### src/sv/sstf_pkg.sv
// ----------------------------------------------------------------------------
// sstf_pkg
// shared types, sizes and helpers of the sstf disk request scheduler
// ----------------------------------------------------------------------------
package sstf_pkg;

    localparam int QUEUE_DEPTH = 64;
    localparam int IDX_W       = $clog2(QUEUE_DEPTH);
    localparam int CNT_W       = $clog2(QUEUE_DEPTH + 1);
    localparam int STEP_W      = 8;
    localparam int WIN_W       = (CNT_W > STEP_W) ? CNT_W : STEP_W;
    localparam int DIST_W      = 17;
    localparam int IN_DATA_W   = 96;
    localparam int OUT_DATA_W  = 112;

    typedef enum logic [1:0] {
        ST_DISPATCHED = 2'd0,
        ST_EMPTY      = 2'd1,
        ST_ENQUEUED   = 2'd2,
        ST_FULL       = 2'd3
    } t_status;

    typedef enum logic [2:0] {
        S_IDLE,
        S_SCAN1,
        S_SHIFT,
        S_SCAN2,
        S_DONE
    } t_state;

    localparam logic MODE_ENQUEUE  = 1'b0;
    localparam logic MODE_DISPATCH = 1'b1;

    localparam logic CFG_NSTEP_ENABLE = 1'b0;
    localparam logic CFG_MAX_STEPS    = 1'b1;

    typedef struct packed {
        logic        mode;
        logic [15:0] arm_cylinder;
        logic [15:0] req_cylinder;
        logic [15:0] req_phys_sector;
        logic [23:0] req_logical_sector;
        logic        req_kind;
        logic [15:0] req_client;
    } t_item;

    typedef struct packed {
        t_status     status;
        logic [15:0] out_cylinder;
        logic [15:0] out_phys_sector;
        logic [23:0] out_logical_sector;
        logic        out_kind;
        logic [15:0] out_client;
        logic        next_valid;
        logic [15:0] next_cylinder;
        logic [15:0] next_phys_sector;
    } t_result;

    typedef struct packed {
        logic [15:0] cylinder;
        logic [15:0] phys_sector;
        logic [23:0] logical_sector;
        logic        kind;
        logic [15:0] client;
    } t_entry;

    // zero step count acts as max_steps, zero max_steps acts as one
    function automatic logic [STEP_W-1:0] eff_window(input logic [STEP_W-1:0] s,
                                                     input logic [STEP_W-1:0] mx);
        logic [STEP_W-1:0] w;
        if (s != '0)       w = s;
        else if (mx != '0) w = mx;
        else               w = STEP_W'(1);
        return w;
    endfunction

endpackage

### src/sv/sstf_front.sv
// ----------------------------------------------------------------------------
// sstf_front
// two-entry input queue that takes transactions and tags their operation
// ----------------------------------------------------------------------------
module sstf_front (
    input  logic           i_clk,
    input  logic           i_rst_n,
    input  logic           i_valid,
    output logic           o_ready,
    input  sstf_pkg::t_item i_item,
    output logic           o_valid,
    output logic           o_dispatch,
    output sstf_pkg::t_item o_item,
    input  logic           i_pop
);

    sstf_pkg::t_item r_mem [2];
    logic            r_wp;
    logic            r_rp;
    logic [1:0]      r_cnt;
    logic            push;
    logic            pop;

    assign o_ready    = (r_cnt != 2'd2);
    assign o_valid    = (r_cnt != 2'd0);
    assign o_item     = r_mem[r_rp];
    assign o_dispatch = (r_mem[r_rp].mode == sstf_pkg::MODE_DISPATCH);
    assign push       = i_valid && o_ready;
    assign pop        = i_pop && o_valid;

    always_ff @(posedge i_clk) begin
        if (push) begin
            r_mem[r_wp] <= i_item;
        end
    end

    always_ff @(posedge i_clk) begin
        if (!i_rst_n) begin
            r_wp  <= 1'b0;
            r_rp  <= 1'b0;
            r_cnt <= 2'd0;
        end else begin
            if (push) r_wp <= ~r_wp;
            if (pop)  r_rp <= ~r_rp;
            r_cnt <= r_cnt + {1'b0, push} - {1'b0, pop};
        end
    end

endmodule

### config.mk
export PLATFORM = sky130hd
export DESIGN_NAME = sstf_front
export DESIGN_NICKNAME = d
export VERILOG_FILES = /design/src/sv/sstf_pkg.sv /design/src/sv/sstf_front.sv
export SDC_FILE = /design/constraint.sdc
export NUM_CORES = 1
export LEC_CHECK = 0
export BUFFER_PORTS_ARGS = -buffer_cell sky130_fd_sc_hd__buf_2
export CAP_MARGIN = 20
export CORE_ASPECT_RATIO = 0.7
export CORE_MARGIN = 3
export CORE_UTILIZATION = 45
export CTS_CLUSTER_SIZE = 28
export DETAILED_ROUTE_END_ITERATION = 10
export GPL_TIMING_DRIVEN = 0
export PLACE_DENSITY_LB_ADDON = 0.2
export SLEW_MARGIN = 20
export SYNTH_ARGS = -nofsm -noshare
export SYNTH_HDL_FRONTEND = slang
export SYNTH_SLANG_ARGS = --single-unit
### constraint.sdc
create_clock -name i_clk -period 8.75 [get_ports i_clk]
set_input_delay 0.875 -clock i_clk [delete_from_list [all_inputs] [get_ports i_clk]]
set_output_delay 0.875 -clock i_clk [all_outputs]
set_load 0.01 [all_outputs]
==> results.py <==
metrics = {
    "setup_path": {
        "critPathLaunchType": "flop",
        "crit_type": "reg -> out",
        "required_ps": 7880,
        "cp-end-kind": "output pin",
        "path_max_fanout": 10,
        "arrival_ps": 1730,
    },
    "clock_tree": {
        "post_cts_buffers": 0,
        "ctsResizeCount": 0,
        "cts_root_buffer": "clkbuf_16",
        "cts.sinks": 185,
        "cts.htree.levels": 4,
        "cts_tree": "done",
        "cts-buffers-inserted": 17,
        "clockBufferDepth": 2,
        "clock_latency_ps": 420,
        "cts_hold_buf": 0,
        "path_clk_slew_ps": 70,
    },
    "grt": {
        "gr-total-overflow": 0,
        "grt_pass1_wl_microns": 19120,
        "antenna_found_initial": 1,
        "grt_max_degree": 37,
        "grt_pass1_vias": 3668,
        "grt_use_met3_pct": 7.457,
        "grt_use_total_pct": 15.43,
        "gr-usage-met1_pct": 18.24,
        "met2_usage_pct": 24.64,
        "busiest_layer": "met2",
    },
    "status": {
        "outcome": "finished clean",
    },
    "synth": {
        "yosysSeqAreaShare_pct": 81.02,
        "synthMuxAreaShare_pct": 15.06,
        "synth_xor_area_share_pct": 0.3867,
        "synth_top_family_by_area": "multiplexers",
        "yosysTopAreaCell": "edfxtp_1",
        "yosys.area.top_type_share_pct": 79.54,
        "synth_area_per_cell_sq_um": 22.28,
        "netlist_instances": 305,
        "yosys.area_share.adder_pct": 0.3683,
        "yosys.area_share.simple_pct": 0.9022,
        "yosysWarnings": 0,
        "ys_types": 18,
        "mappedNetlistArea_sq_um": 6795,
        "synthTopCellsByArea": "edfxtp_1, mux2_2, clkbuf_8",
        "syn_nets": 401,
        "synth-compound-area-share_pct": 0.1105,
        "ys_seq_elements": 185,
    },
    "die": {
        "fp-row-count": 36,
        "io_pins": 187,
        "die_w_microns": 152.9,
        "fp.coreArea_sq_um": 14320,
        "initial_utilization_pct": 47.44,
        "die_y_microns": 108.8,
        "dieArea_sq_um": 16640,
    },
    "cells_and_area": {
        "final_cell_mix": "buf_2, edfxtp_1, mux2_2, clkbuf_16, clkbuf_8",
        "final_common_cell": "buf_2",
        "antennaDiodeCount": 0,
        "drive_above_1_share_pct": 61.81,
        "fin_nets": 612,
        "syn2layout_area_growth_pct": 28.19,
        "postLayoutCoreUtil_pct": 60.81,
    },
    "place": {
        "gp_congestion": 0.7322,
        "io_buffers": 186,
        "hpwl_microns": 8781,
    },
    "routing": {
        "wire_per_inst_microns": 17.45,
        "detail-route-antenna-nets": 0,
        "viasPerCell": 4.860,
        "vias": 3494,
        "first_pass_iters": 5,
        "wirelength_microns": 12550,
        "drt_drc_violations_left": 0,
        "drt_iter0_markers": 206,
    },
    "timing": {
        "fmax_ghz": 0.3838,
        "slew_viol_final": 0,
        "final_hold_viol_count": 0,
        "fin_crit_sh_pct": 29.77,
        "tightest_slew_ps": 438.5,
        "rsz0062_at_grt": "false",
        "setup_viol": 0,
        "fin_setup_tns_ps": 0,
        "slew_headroom_pct": 70.70,
        "clock_skew_ps": 7.358,
        "fin_crit_ps": 2605,
    },
    "min_path": {
        "min_path_type": "reg -> reg",
    },
    "run": {
        "drv_cap": 0,
    },
    "pwr": {
        "ir_drop_v": 0.0001698,
        "power_mw": 2.520,
        "pwr_density_cell_nw_per_um2": 289.3,
        "total_leakage_power_nw": 3.271,
    },
}
[cell families (layout without fill, tap and decap cells)]
kind of cell             Yosys count  after routing
flip-flops                       185            185
buffers and inverters             12            236
XOR/XNOR                           3              3
AND/OR/NAND/NOR                   11             11
adder cells (fa/ha/maj)            2              2
AO/OA/AOI/OAI                      1              1
multiplexers                      91             91
[power by group]
group,total [mW],leakage (nW),switching (mW),internal (mW)
Sequential,1.14,1.72,0.0277,1.11
Combinational,0.621,1.26,0.312,0.310
Clock,0.761,0.287,0.331,0.430
Total,2.52,3.27,0.671,1.85
[through the flow]
stage	worst slack, ps	instances	cell area (sq um)	hold WS (ps)
after floorplan	3490	305	6795	454.9
after CTS	6104	719	8711	536.5
after global placement	1321	681	7964	466.1
after detailed placement	6504	687	8119	523.5
final	6145	719	8711	530.3
after global routing	6055	719	8711	566.9
[state kept, by name, summed over array words and instances (netlist names), named ones only]
name / cells
r_wp: 1
r_mem: 180
r_rp: 1
r_cnt: 2
[worst max-delay path, cell delays in order (launching register included)]
cell and delay (ps):
dfxtp_1 320, buf_6 170, clkbuf_8 200, mux2_2 360, buf_4 130, buf_2 130
[synth_stat cells]
| library cell | count |
|---|---|
| nand2_1 | 2 |
| clkbuf_8 | 9 |
| nand2b_1 | 2 |
| buf_6 | 1 |
| ha_1 | 2 |
| mux2_2 | 90 |
| dfxtp_1 | 5 |
| inv_1 | 1 |
| buf_4 | 1 |
| or2_2 | 1 |
| nor2_1 | 1 |
| xnor2_1 | 3 |
| edfxtp_1 | 180 |
| and2_1 | 2 |
| o21a_1 | 1 |
| and3_1 | 1 |
| mux2i_1 | 1 |
| nor2b_1 | 2 |
[layout make-up]
cell class | count | area (sq um)
clock inverter | 14 | 162.7
inverter | 1 | 3.754
sequential | 185 | 5505
clock buffer | 18 | 429.2
tap | 190 | 237.7
multi-input combinational | 108 | 1156
buffer | 11 | 142.6
timing repair buffer | 192 | 1074
fill | 1075 | 5613
[worst paths after layout]
path / to / slack (ps) / start / cells after the start
worst max-delay path: o_item[89] / 6140 / flop / 5
worst min-delay path: r_wp / 530 / r_wp / 2
worst max register to register: r_mem[0][4] / 6950 / r_cnt[0] / 5
worst min register to register: r_wp / 530 / r_wp / 2
[per-layer routing]
layer  up-vias  routed length (microns)
met5         -                       13
met4         2                      241
met3        21                     1308
met2       146                     5893
met1      1693                     5091
li1       1632                        -
(Power assumes the default switching activity.)
