### src/sv/sstf_pkg.sv
// ----------------------------------------------------------------------------
// sstf_pkg
// shared types, sizes and helpers of the sstf disk request scheduler
// ----------------------------------------------------------------------------
package sstf_pkg;

    localparam int QUEUE_DEPTH = 64;
    localparam int IDX_W       = $clog2(QUEUE_DEPTH);
    localparam int CNT_W       = $clog2(QUEUE_DEPTH + 1);
    localparam int STEP_W      = 8;
    localparam int WIN_W       = (CNT_W > STEP_W) ? CNT_W : STEP_W;
    localparam int DIST_W      = 17;
    localparam int IN_DATA_W   = 96;
    localparam int OUT_DATA_W  = 112;

    typedef enum logic [1:0] {
        ST_DISPATCHED = 2'd0,
        ST_EMPTY      = 2'd1,
        ST_ENQUEUED   = 2'd2,
        ST_FULL       = 2'd3
    } t_status;

    typedef enum logic [2:0] {
        S_IDLE,
        S_SCAN1,
        S_SHIFT,
        S_SCAN2,
        S_DONE
    } t_state;

    localparam logic MODE_ENQUEUE  = 1'b0;
    localparam logic MODE_DISPATCH = 1'b1;

    localparam logic CFG_NSTEP_ENABLE = 1'b0;
    localparam logic CFG_MAX_STEPS    = 1'b1;

    typedef struct packed {
        logic        mode;
        logic [15:0] arm_cylinder;
        logic [15:0] req_cylinder;
        logic [15:0] req_phys_sector;
        logic [23:0] req_logical_sector;
        logic        req_kind;
        logic [15:0] req_client;
    } t_item;

    typedef struct packed {
        t_status     status;
        logic [15:0] out_cylinder;
        logic [15:0] out_phys_sector;
        logic [23:0] out_logical_sector;
        logic        out_kind;
        logic [15:0] out_client;
        logic        next_valid;
        logic [15:0] next_cylinder;
        logic [15:0] next_phys_sector;
    } t_result;

    typedef struct packed {
        logic [15:0] cylinder;
        logic [15:0] phys_sector;
        logic [23:0] logical_sector;
        logic        kind;
        logic [15:0] client;
    } t_entry;

    // zero step count acts as max_steps, zero max_steps acts as one
    function automatic logic [STEP_W-1:0] eff_window(input logic [STEP_W-1:0] s,
                                                     input logic [STEP_W-1:0] mx);
        logic [STEP_W-1:0] w;
        if (s != '0)       w = s;
        else if (mx != '0) w = mx;
        else               w = STEP_W'(1);
        return w;
    endfunction

endpackage

### src/sv/sstf_engine.sv
// ----------------------------------------------------------------------------
// sstf_engine
// request store, nearest-cylinder scans and compaction of the queue
// ----------------------------------------------------------------------------
module sstf_engine (
    input  logic                i_clk,
    input  logic                i_rst_n,
    input  logic                i_nstep_enable,
    input  logic [7:0]          i_max_steps,
    input  logic                i_valid,
    input  logic                i_dispatch,
    input  sstf_pkg::t_item     i_item,
    output logic                o_pop,
    output logic                o_done,
    output sstf_pkg::t_result   o_result,
    input  logic                i_ack
);

    localparam int IW = sstf_pkg::IDX_W;
    localparam int CW = sstf_pkg::CNT_W;
    localparam int WW = sstf_pkg::WIN_W;
    localparam int SW = sstf_pkg::STEP_W;

    sstf_pkg::t_entry  r_mem [sstf_pkg::QUEUE_DEPTH];
    sstf_pkg::t_entry  r_rdata;
    sstf_pkg::t_state  r_state;
    sstf_pkg::t_state  n_state;
    sstf_pkg::t_result r_res;
    sstf_pkg::t_result res_init;
    logic [CW-1:0]     r_count;
    logic [SW-1:0]     r_step;
    logic [CW-1:0]     r_idx;
    logic [CW-1:0]     r_pidx;
    logic              r_pv;
    logic [CW-1:0]     r_lim;
    logic [WW-1:0]     r_win;
    logic [WW-1:0]     r_carry;
    logic [CW-1:0]     r_best;
    logic [sstf_pkg::DIST_W-1:0] r_bd;
    logic [sstf_pkg::DIST_W-1:0] seek_gap;
    logic              scan_end;
    logic              shift_end;
    logic              better;
    logic              full;
    logic              scanning;
    logic [WW-1:0]     win0;
    logic [WW-1:0]     cnt_w;
    logic [CW-1:0]     nc;
    logic [WW-1:0]     s_dec;
    logic [SW-1:0]     step_new;
    logic [WW-1:0]     pw;

    assign cnt_w     = WW'(r_count);
    assign full      = (r_count == CW'(sstf_pkg::QUEUE_DEPTH));
    assign scanning  = (r_state == sstf_pkg::S_SCAN1) || (r_state == sstf_pkg::S_SCAN2);
    assign win0      = i_nstep_enable ? WW'(sstf_pkg::eff_window(r_step, i_max_steps)) : cnt_w;
    assign seek_gap  = (r_rdata.cylinder > i_item.arm_cylinder)
                     ? sstf_pkg::DIST_W'(r_rdata.cylinder - i_item.arm_cylinder)
                     : sstf_pkg::DIST_W'(i_item.arm_cylinder - r_rdata.cylinder);
    assign better    = r_pv && (seek_gap < r_bd);
    assign scan_end  = (r_idx == r_lim) && !r_pv;
    assign shift_end = (r_idx == r_count) && !r_pv;
    assign nc        = r_count - CW'(1);
    assign s_dec     = r_win - WW'(1);
    assign step_new  = (s_dec == '0) ? i_max_steps : s_dec[SW-1:0];
    assign pw        = !i_nstep_enable ? WW'(nc)
                     : ((r_carry == '0 || nc == '0)
                        ? WW'(sstf_pkg::eff_window(step_new, i_max_steps)) : r_carry);

    // result skeleton taken when a transaction starts
    always_comb begin
        res_init = '0;
        if (!i_dispatch) begin
            res_init.status = full ? sstf_pkg::ST_FULL : sstf_pkg::ST_ENQUEUED;
        end else if (r_count == '0) begin
            res_init.status = sstf_pkg::ST_EMPTY;
        end else begin
            res_init.status = sstf_pkg::ST_DISPATCHED;
        end
    end

    // next state
    always_comb begin
        n_state = r_state;
        unique case (r_state)
            sstf_pkg::S_IDLE: begin
                if (i_valid) begin
                    if (i_dispatch && r_count != '0) n_state = sstf_pkg::S_SCAN1;
                    else                              n_state = sstf_pkg::S_DONE;
                end
            end
            sstf_pkg::S_SCAN1: if (scan_end)  n_state = sstf_pkg::S_SHIFT;
            sstf_pkg::S_SHIFT: begin
                if (shift_end) n_state = (nc == '0) ? sstf_pkg::S_DONE : sstf_pkg::S_SCAN2;
            end
            sstf_pkg::S_SCAN2: if (scan_end)  n_state = sstf_pkg::S_DONE;
            sstf_pkg::S_DONE:  if (i_ack)     n_state = sstf_pkg::S_IDLE;
            default:           n_state = sstf_pkg::S_IDLE;
        endcase
    end

    // outputs: the transaction leaves the input queue once its result is taken
    always_comb begin
        o_pop  = 1'b0;
        o_done = 1'b0;
        unique case (r_state)
            sstf_pkg::S_DONE: begin
                o_done = 1'b1;
                o_pop  = i_ack;
            end
            default: ;
        endcase
    end

    assign o_result = r_res;

    always_ff @(posedge i_clk) begin
        if (!i_rst_n) r_state <= sstf_pkg::S_IDLE;
        else          r_state <= n_state;
    end

    // memory: one read and one write port, registered read
    always_ff @(posedge i_clk) begin
        r_rdata <= r_mem[r_idx[IW-1:0]];
        if (r_state == sstf_pkg::S_IDLE && i_valid && !i_dispatch && !full) begin
            r_mem[r_count[IW-1:0]] <= '{cylinder:       i_item.req_cylinder,
                                        phys_sector:    i_item.req_phys_sector,
                                        logical_sector: i_item.req_logical_sector,
                                        kind:           i_item.req_kind,
                                        client:         i_item.req_client};
        end else if (r_state == sstf_pkg::S_SHIFT && r_pv) begin
            r_mem[IW'(r_pidx - CW'(1))] <= r_rdata;
        end
    end

    always_ff @(posedge i_clk) begin
        if (!i_rst_n) begin
            r_count <= '0;
            r_step  <= '0;
            r_pv    <= 1'b0;
        end else begin
            // read pipeline used by scans and the shift
            if (scanning && r_idx != r_lim) begin
                r_pv   <= 1'b1;
                r_pidx <= r_idx;
                r_idx  <= r_idx + CW'(1);
            end else if (r_state == sstf_pkg::S_SHIFT && r_idx != r_count) begin
                r_pv   <= 1'b1;
                r_pidx <= r_idx;
                r_idx  <= r_idx + CW'(1);
            end else begin
                r_pv <= 1'b0;
            end

            unique case (r_state)
                sstf_pkg::S_IDLE: begin
                    if (i_valid) begin
                        r_res  <= res_init;
                        r_idx  <= '0;
                        r_bd   <= '1;
                        r_best <= '0;
                        if (!i_dispatch) begin
                            if (!full) r_count <= r_count + CW'(1);
                        end else if (r_count != '0) begin
                            r_win        <= win0;
                            r_lim        <= (win0 < cnt_w) ? win0[CW-1:0] : r_count;
                            r_carry      <= (win0 < cnt_w) ? '0 : win0 - cnt_w;
                        end
                    end
                end
                sstf_pkg::S_SCAN1: begin
                    if (better) begin
                        r_bd                     <= seek_gap;
                        r_best                   <= r_pidx;
                        r_res.out_cylinder       <= r_rdata.cylinder;
                        r_res.out_phys_sector    <= r_rdata.phys_sector;
                        r_res.out_logical_sector <= r_rdata.logical_sector;
                        r_res.out_kind           <= r_rdata.kind;
                        r_res.out_client         <= r_rdata.client;
                    end
                    if (scan_end) r_idx <= r_best + CW'(1);
                end
                sstf_pkg::S_SHIFT: begin
                    if (shift_end) begin
                        r_count <= nc;
                        if (i_nstep_enable) r_step <= step_new;
                        r_lim   <= (pw < WW'(nc)) ? pw[CW-1:0] : nc;
                        r_idx   <= '0;
                        r_bd    <= '1;
                    end
                end
                sstf_pkg::S_SCAN2: begin
                    if (better) begin
                        r_bd                   <= seek_gap;
                        r_res.next_valid       <= 1'b1;
                        r_res.next_cylinder    <= r_rdata.cylinder;
                        r_res.next_phys_sector <= r_rdata.phys_sector;
                    end
                end
                default: ;
            endcase
        end
    end

    a_count_bound: assert property (@(posedge i_clk) disable iff (!i_rst_n)
        r_count <= CW'(sstf_pkg::QUEUE_DEPTH))
        else $error("queue count above depth");

    a_lim_bound: assert property (@(posedge i_clk) disable iff (!i_rst_n)
        (r_state == sstf_pkg::S_SCAN1) |-> (r_lim <= r_count && r_lim != '0))
        else $error("scan window outside queue");

    a_shift_drops: assert property (@(posedge i_clk) disable iff (!i_rst_n)
        (r_state == sstf_pkg::S_SHIFT && shift_end) |=> (r_count == $past(r_count) - CW'(1)))
        else $error("dispatch did not remove one entry");

endmodule

### config.mk
export PLATFORM = sky130hd
export DESIGN_NAME = sstf_engine
export DESIGN_NICKNAME = d
export VERILOG_FILES = /design/src/sv/sstf_pkg.sv /design/src/sv/sstf_engine.sv
export SDC_FILE = /design/constraint.sdc
export NUM_CORES = 2
export LEC_CHECK = 0
export ABC_AREA = 1
export BUFFER_PORTS_ARGS = -buffer_cell sky130_fd_sc_hd__buf_2
export CAP_MARGIN = 20
export CORE_MARGIN = 2
export CORE_UTILIZATION = 35
export DETAILED_ROUTE_END_ITERATION = 8
export HOLD_SLACK_MARGIN = 0.12
export PLACE_DENSITY = 0.51
export SLEW_MARGIN = 5
export SYNTH_ARGS = -nofsm -noshare
export SYNTH_HDL_FRONTEND = slang
export SYNTH_MEMORY_MAX_BITS = 65536
export SYNTH_SLANG_ARGS = --single-unit
### constraint.sdc
create_clock -name i_clk -period 64.3 [get_ports i_clk]
set_input_delay 12.86 -clock i_clk [delete_from_list [all_inputs] [get_ports i_clk]]
set_output_delay 12.86 -clock i_clk [all_outputs]
set_load 0.03 [all_outputs]
==> metrics.yaml <==
maxCapViolCount: 0
hold_class: "reg2reg"
final_area_sq_um: 221000
gp_congestion: 0.811
numCtsBuffers: 536
fin_skew_ns: 0.102
ys_async_sr_fraction: 0
root_buffer: "clkbuf_16"
status: "completed"
hold_violations: 0
nNetsFinal: 14700
cts_setup_buffers: 0
crit_fanout: 2
syn_inst: 14400
wl_per_cell_um: 30.1
ir_drop_mv: 0.0374
nFillCells: 51100
post-route-drc-count: 0
area_growth_pct: 14.4
drt_pass1_iterations: 6
syn_area_sq_um: 193000
worst_slew_pin_slew_ns: 1.21
fin_tns_setup_ns: 0
clk_pin_slew_ns: 0.06
ys_seq_area_frac: 0.761
via_per_inst: 5.75
critPathArrivalTime_ns: 13.35
start_util: 0.352
setup_viol: 0
slew_violations: 0
drt_iter0_drc: 17100
powerDensity_nw_per_um2: 44.2
dpl_cell_area_sq_um: 204000
antenna_found_initial: 43
ys.flop_type: "edfxtp_1"
final.min_clock_period_ns: 26.21
maxSlewHeadroom: 0.193
ant_nets: 0
cts_max_path_buffers: 4
die_w_um: 747
cts_resized: 0
fmax_mhz: 38.1
grt_usage: 0.230
coreArea_sq_um: 550000
required_ns: 51.44
yosys_warnings: 0
ctsHtreeMaxLevel: 6
grt_max_degree: 185
routed_wl_mm: 668
rows: 272
grt_pass1_wl_mm: 927
synth_edf_count: 4841
layout_common_cells: "4,841 x edfxtp_1, 2,540 x nor2_1, 2,411 x o21ai_0, 727 x nand2_1, 680 x o22ai_1"
drive_gt1_frac: 0.100
final_common_cell: "edfxtp_1"
grt_pass1_vias: 118000
grt-ovfl-total: 0
power.total_mw: 9.78
reg2reg_slack_ns: 57.14
rsz0062_at_grt: "false"
cp-end-kind: "primary output"
holdBufCountCts: 0
fin_crit_sh: 0.408
cts_tree: "built"
dieArea_sq_um: 558000
syn-num-nets: 14600
dieHeight_um: 747
synth_cell_type_count: 58
cellLeakagePower_nw: 70.1
cts.sinks: 4933
clock_latency_ns: 1.10
start_kind: "input pin"
numPortBuffers: 212
synth-seq-cells: 4933
avgSynthCellArea_sq_um: 13.4
path_class: "in2out"
dpl.hpwl_mm: 335
via_count: 127000
io_pins: 214
synthesized netlist by cell type, types with 21 or more instances:
cell      number  area [sq um]
o21ai_0     2484         12400
a21oi_1      215          1080
inv_1        247           927
nand2_1      727          2730
clkbuf_1     935          3510
nor2_1      2598          9750
dfxtp_1       92          1840
nand4_1      160          1000
o211ai_1      98           736
o22ai_1      680          4250
buf_1         49           184
nor3_1        21           105
nand3_1      348          1740
xor2_1        32           280
buf_2         45           225
a32o_1        65           651
a31oi_1       74           463
edfxtp_1    4841        145000
ha_1          69           863
o221ai_1     493          4320
kinds of logic (layout without fill, tap and decap cells):
| logic type | after synthesis | in the layout | share of synthesized area |
|---|---|---|---|
| flops | 4933 | 4933 | 0.761 |
| simple gates | 3888 | 3888 | 0.0807 |
| xor+xnor | 46 | 46 | 0.00216 |
| compound gates | 4147 | 4147 | 0.125 |
| buf+inv | 1295 | 1814 | 0.0256 |
| other cells | 0 | 5 | 0 |
| fa+ha+maj | 72 | 72 | 0.00478 |
| mux | 2 | 2 | 0.000104 |
worst paths after layout:
check,cells past startpoint,to,startpoint
setup reg to reg,13,r_mem[63][3],r_state[2]
setup / recovery,4,o_pop,i_ack
hold reg to reg,2,r_best[6],r_pidx[6]
hold / removal,2,r_best[6],r_pidx[6]
power by group:
group	switching, mW	internal (mW)
logic	2.27	0.769
clock network	1.29	1.70
registers	0.0466	3.71
worst max-delay path, stage by stage:
cell    delay (ns)
buf_2         0.07
inv_1         0.04
nor3_1        0.16
buf_2         0.22
metal layers:
metal  vias to the layer above  global-route usage  routed length [um]
li1                      54600                   -                   -
met1                     65900               0.342              294000
met2                      6070               0.351              297000
met3                       952              0.0385               60700
met4                        18              0.0544               16300
met5                         -                   0                 110
flip-flops by register name (all words and copies together) (netlist names), 8 cells and up:
name / flops
r_mem: 4672
r_win: 8
o_result: 108
r_step: 8
r_rdata: 73
r_carry: 8
r_bd: 17
area by class of cell:
class | instances | area [sq um] | area share
sequential | 4933 | 147000 | 0.666
clock inverter | 211 | 1730 | 0.00783
antenna | 5 | 12.5 | 0.0000566
multi-input combinational | 8155 | 42500 | 0.192
tap | 7261 | 9080 | 0.0411
clock buffer | 742 | 15000 | 0.0680
inverter | 262 | 1060 | 0.00479
timing repair buffer | 599 | 4500 | 0.0203
per-stage QoR:
| step | hold slack (ns) | instances | util | setup slack [ns] |
|---|---|---|---|---|
| 3_3_place_gp | 0.535 | 21200 | 0.371 | 38.08 |
| 4_1_cts | 0.547 | 22200 | 0.402 | 38.08 |
| 3_5_place_dp | 0.555 | 21200 | 0.372 | 38.08 |
| 2_1_floorplan | 0.424 | 14400 | - | 35.21 |
| 6_report | 0.544 | 22200 | 0.402 | 38.09 |
| 5_1_grt | 0.558 | 22200 | 0.402 | 38.00 |
Power figures use the tool's default switching activity.
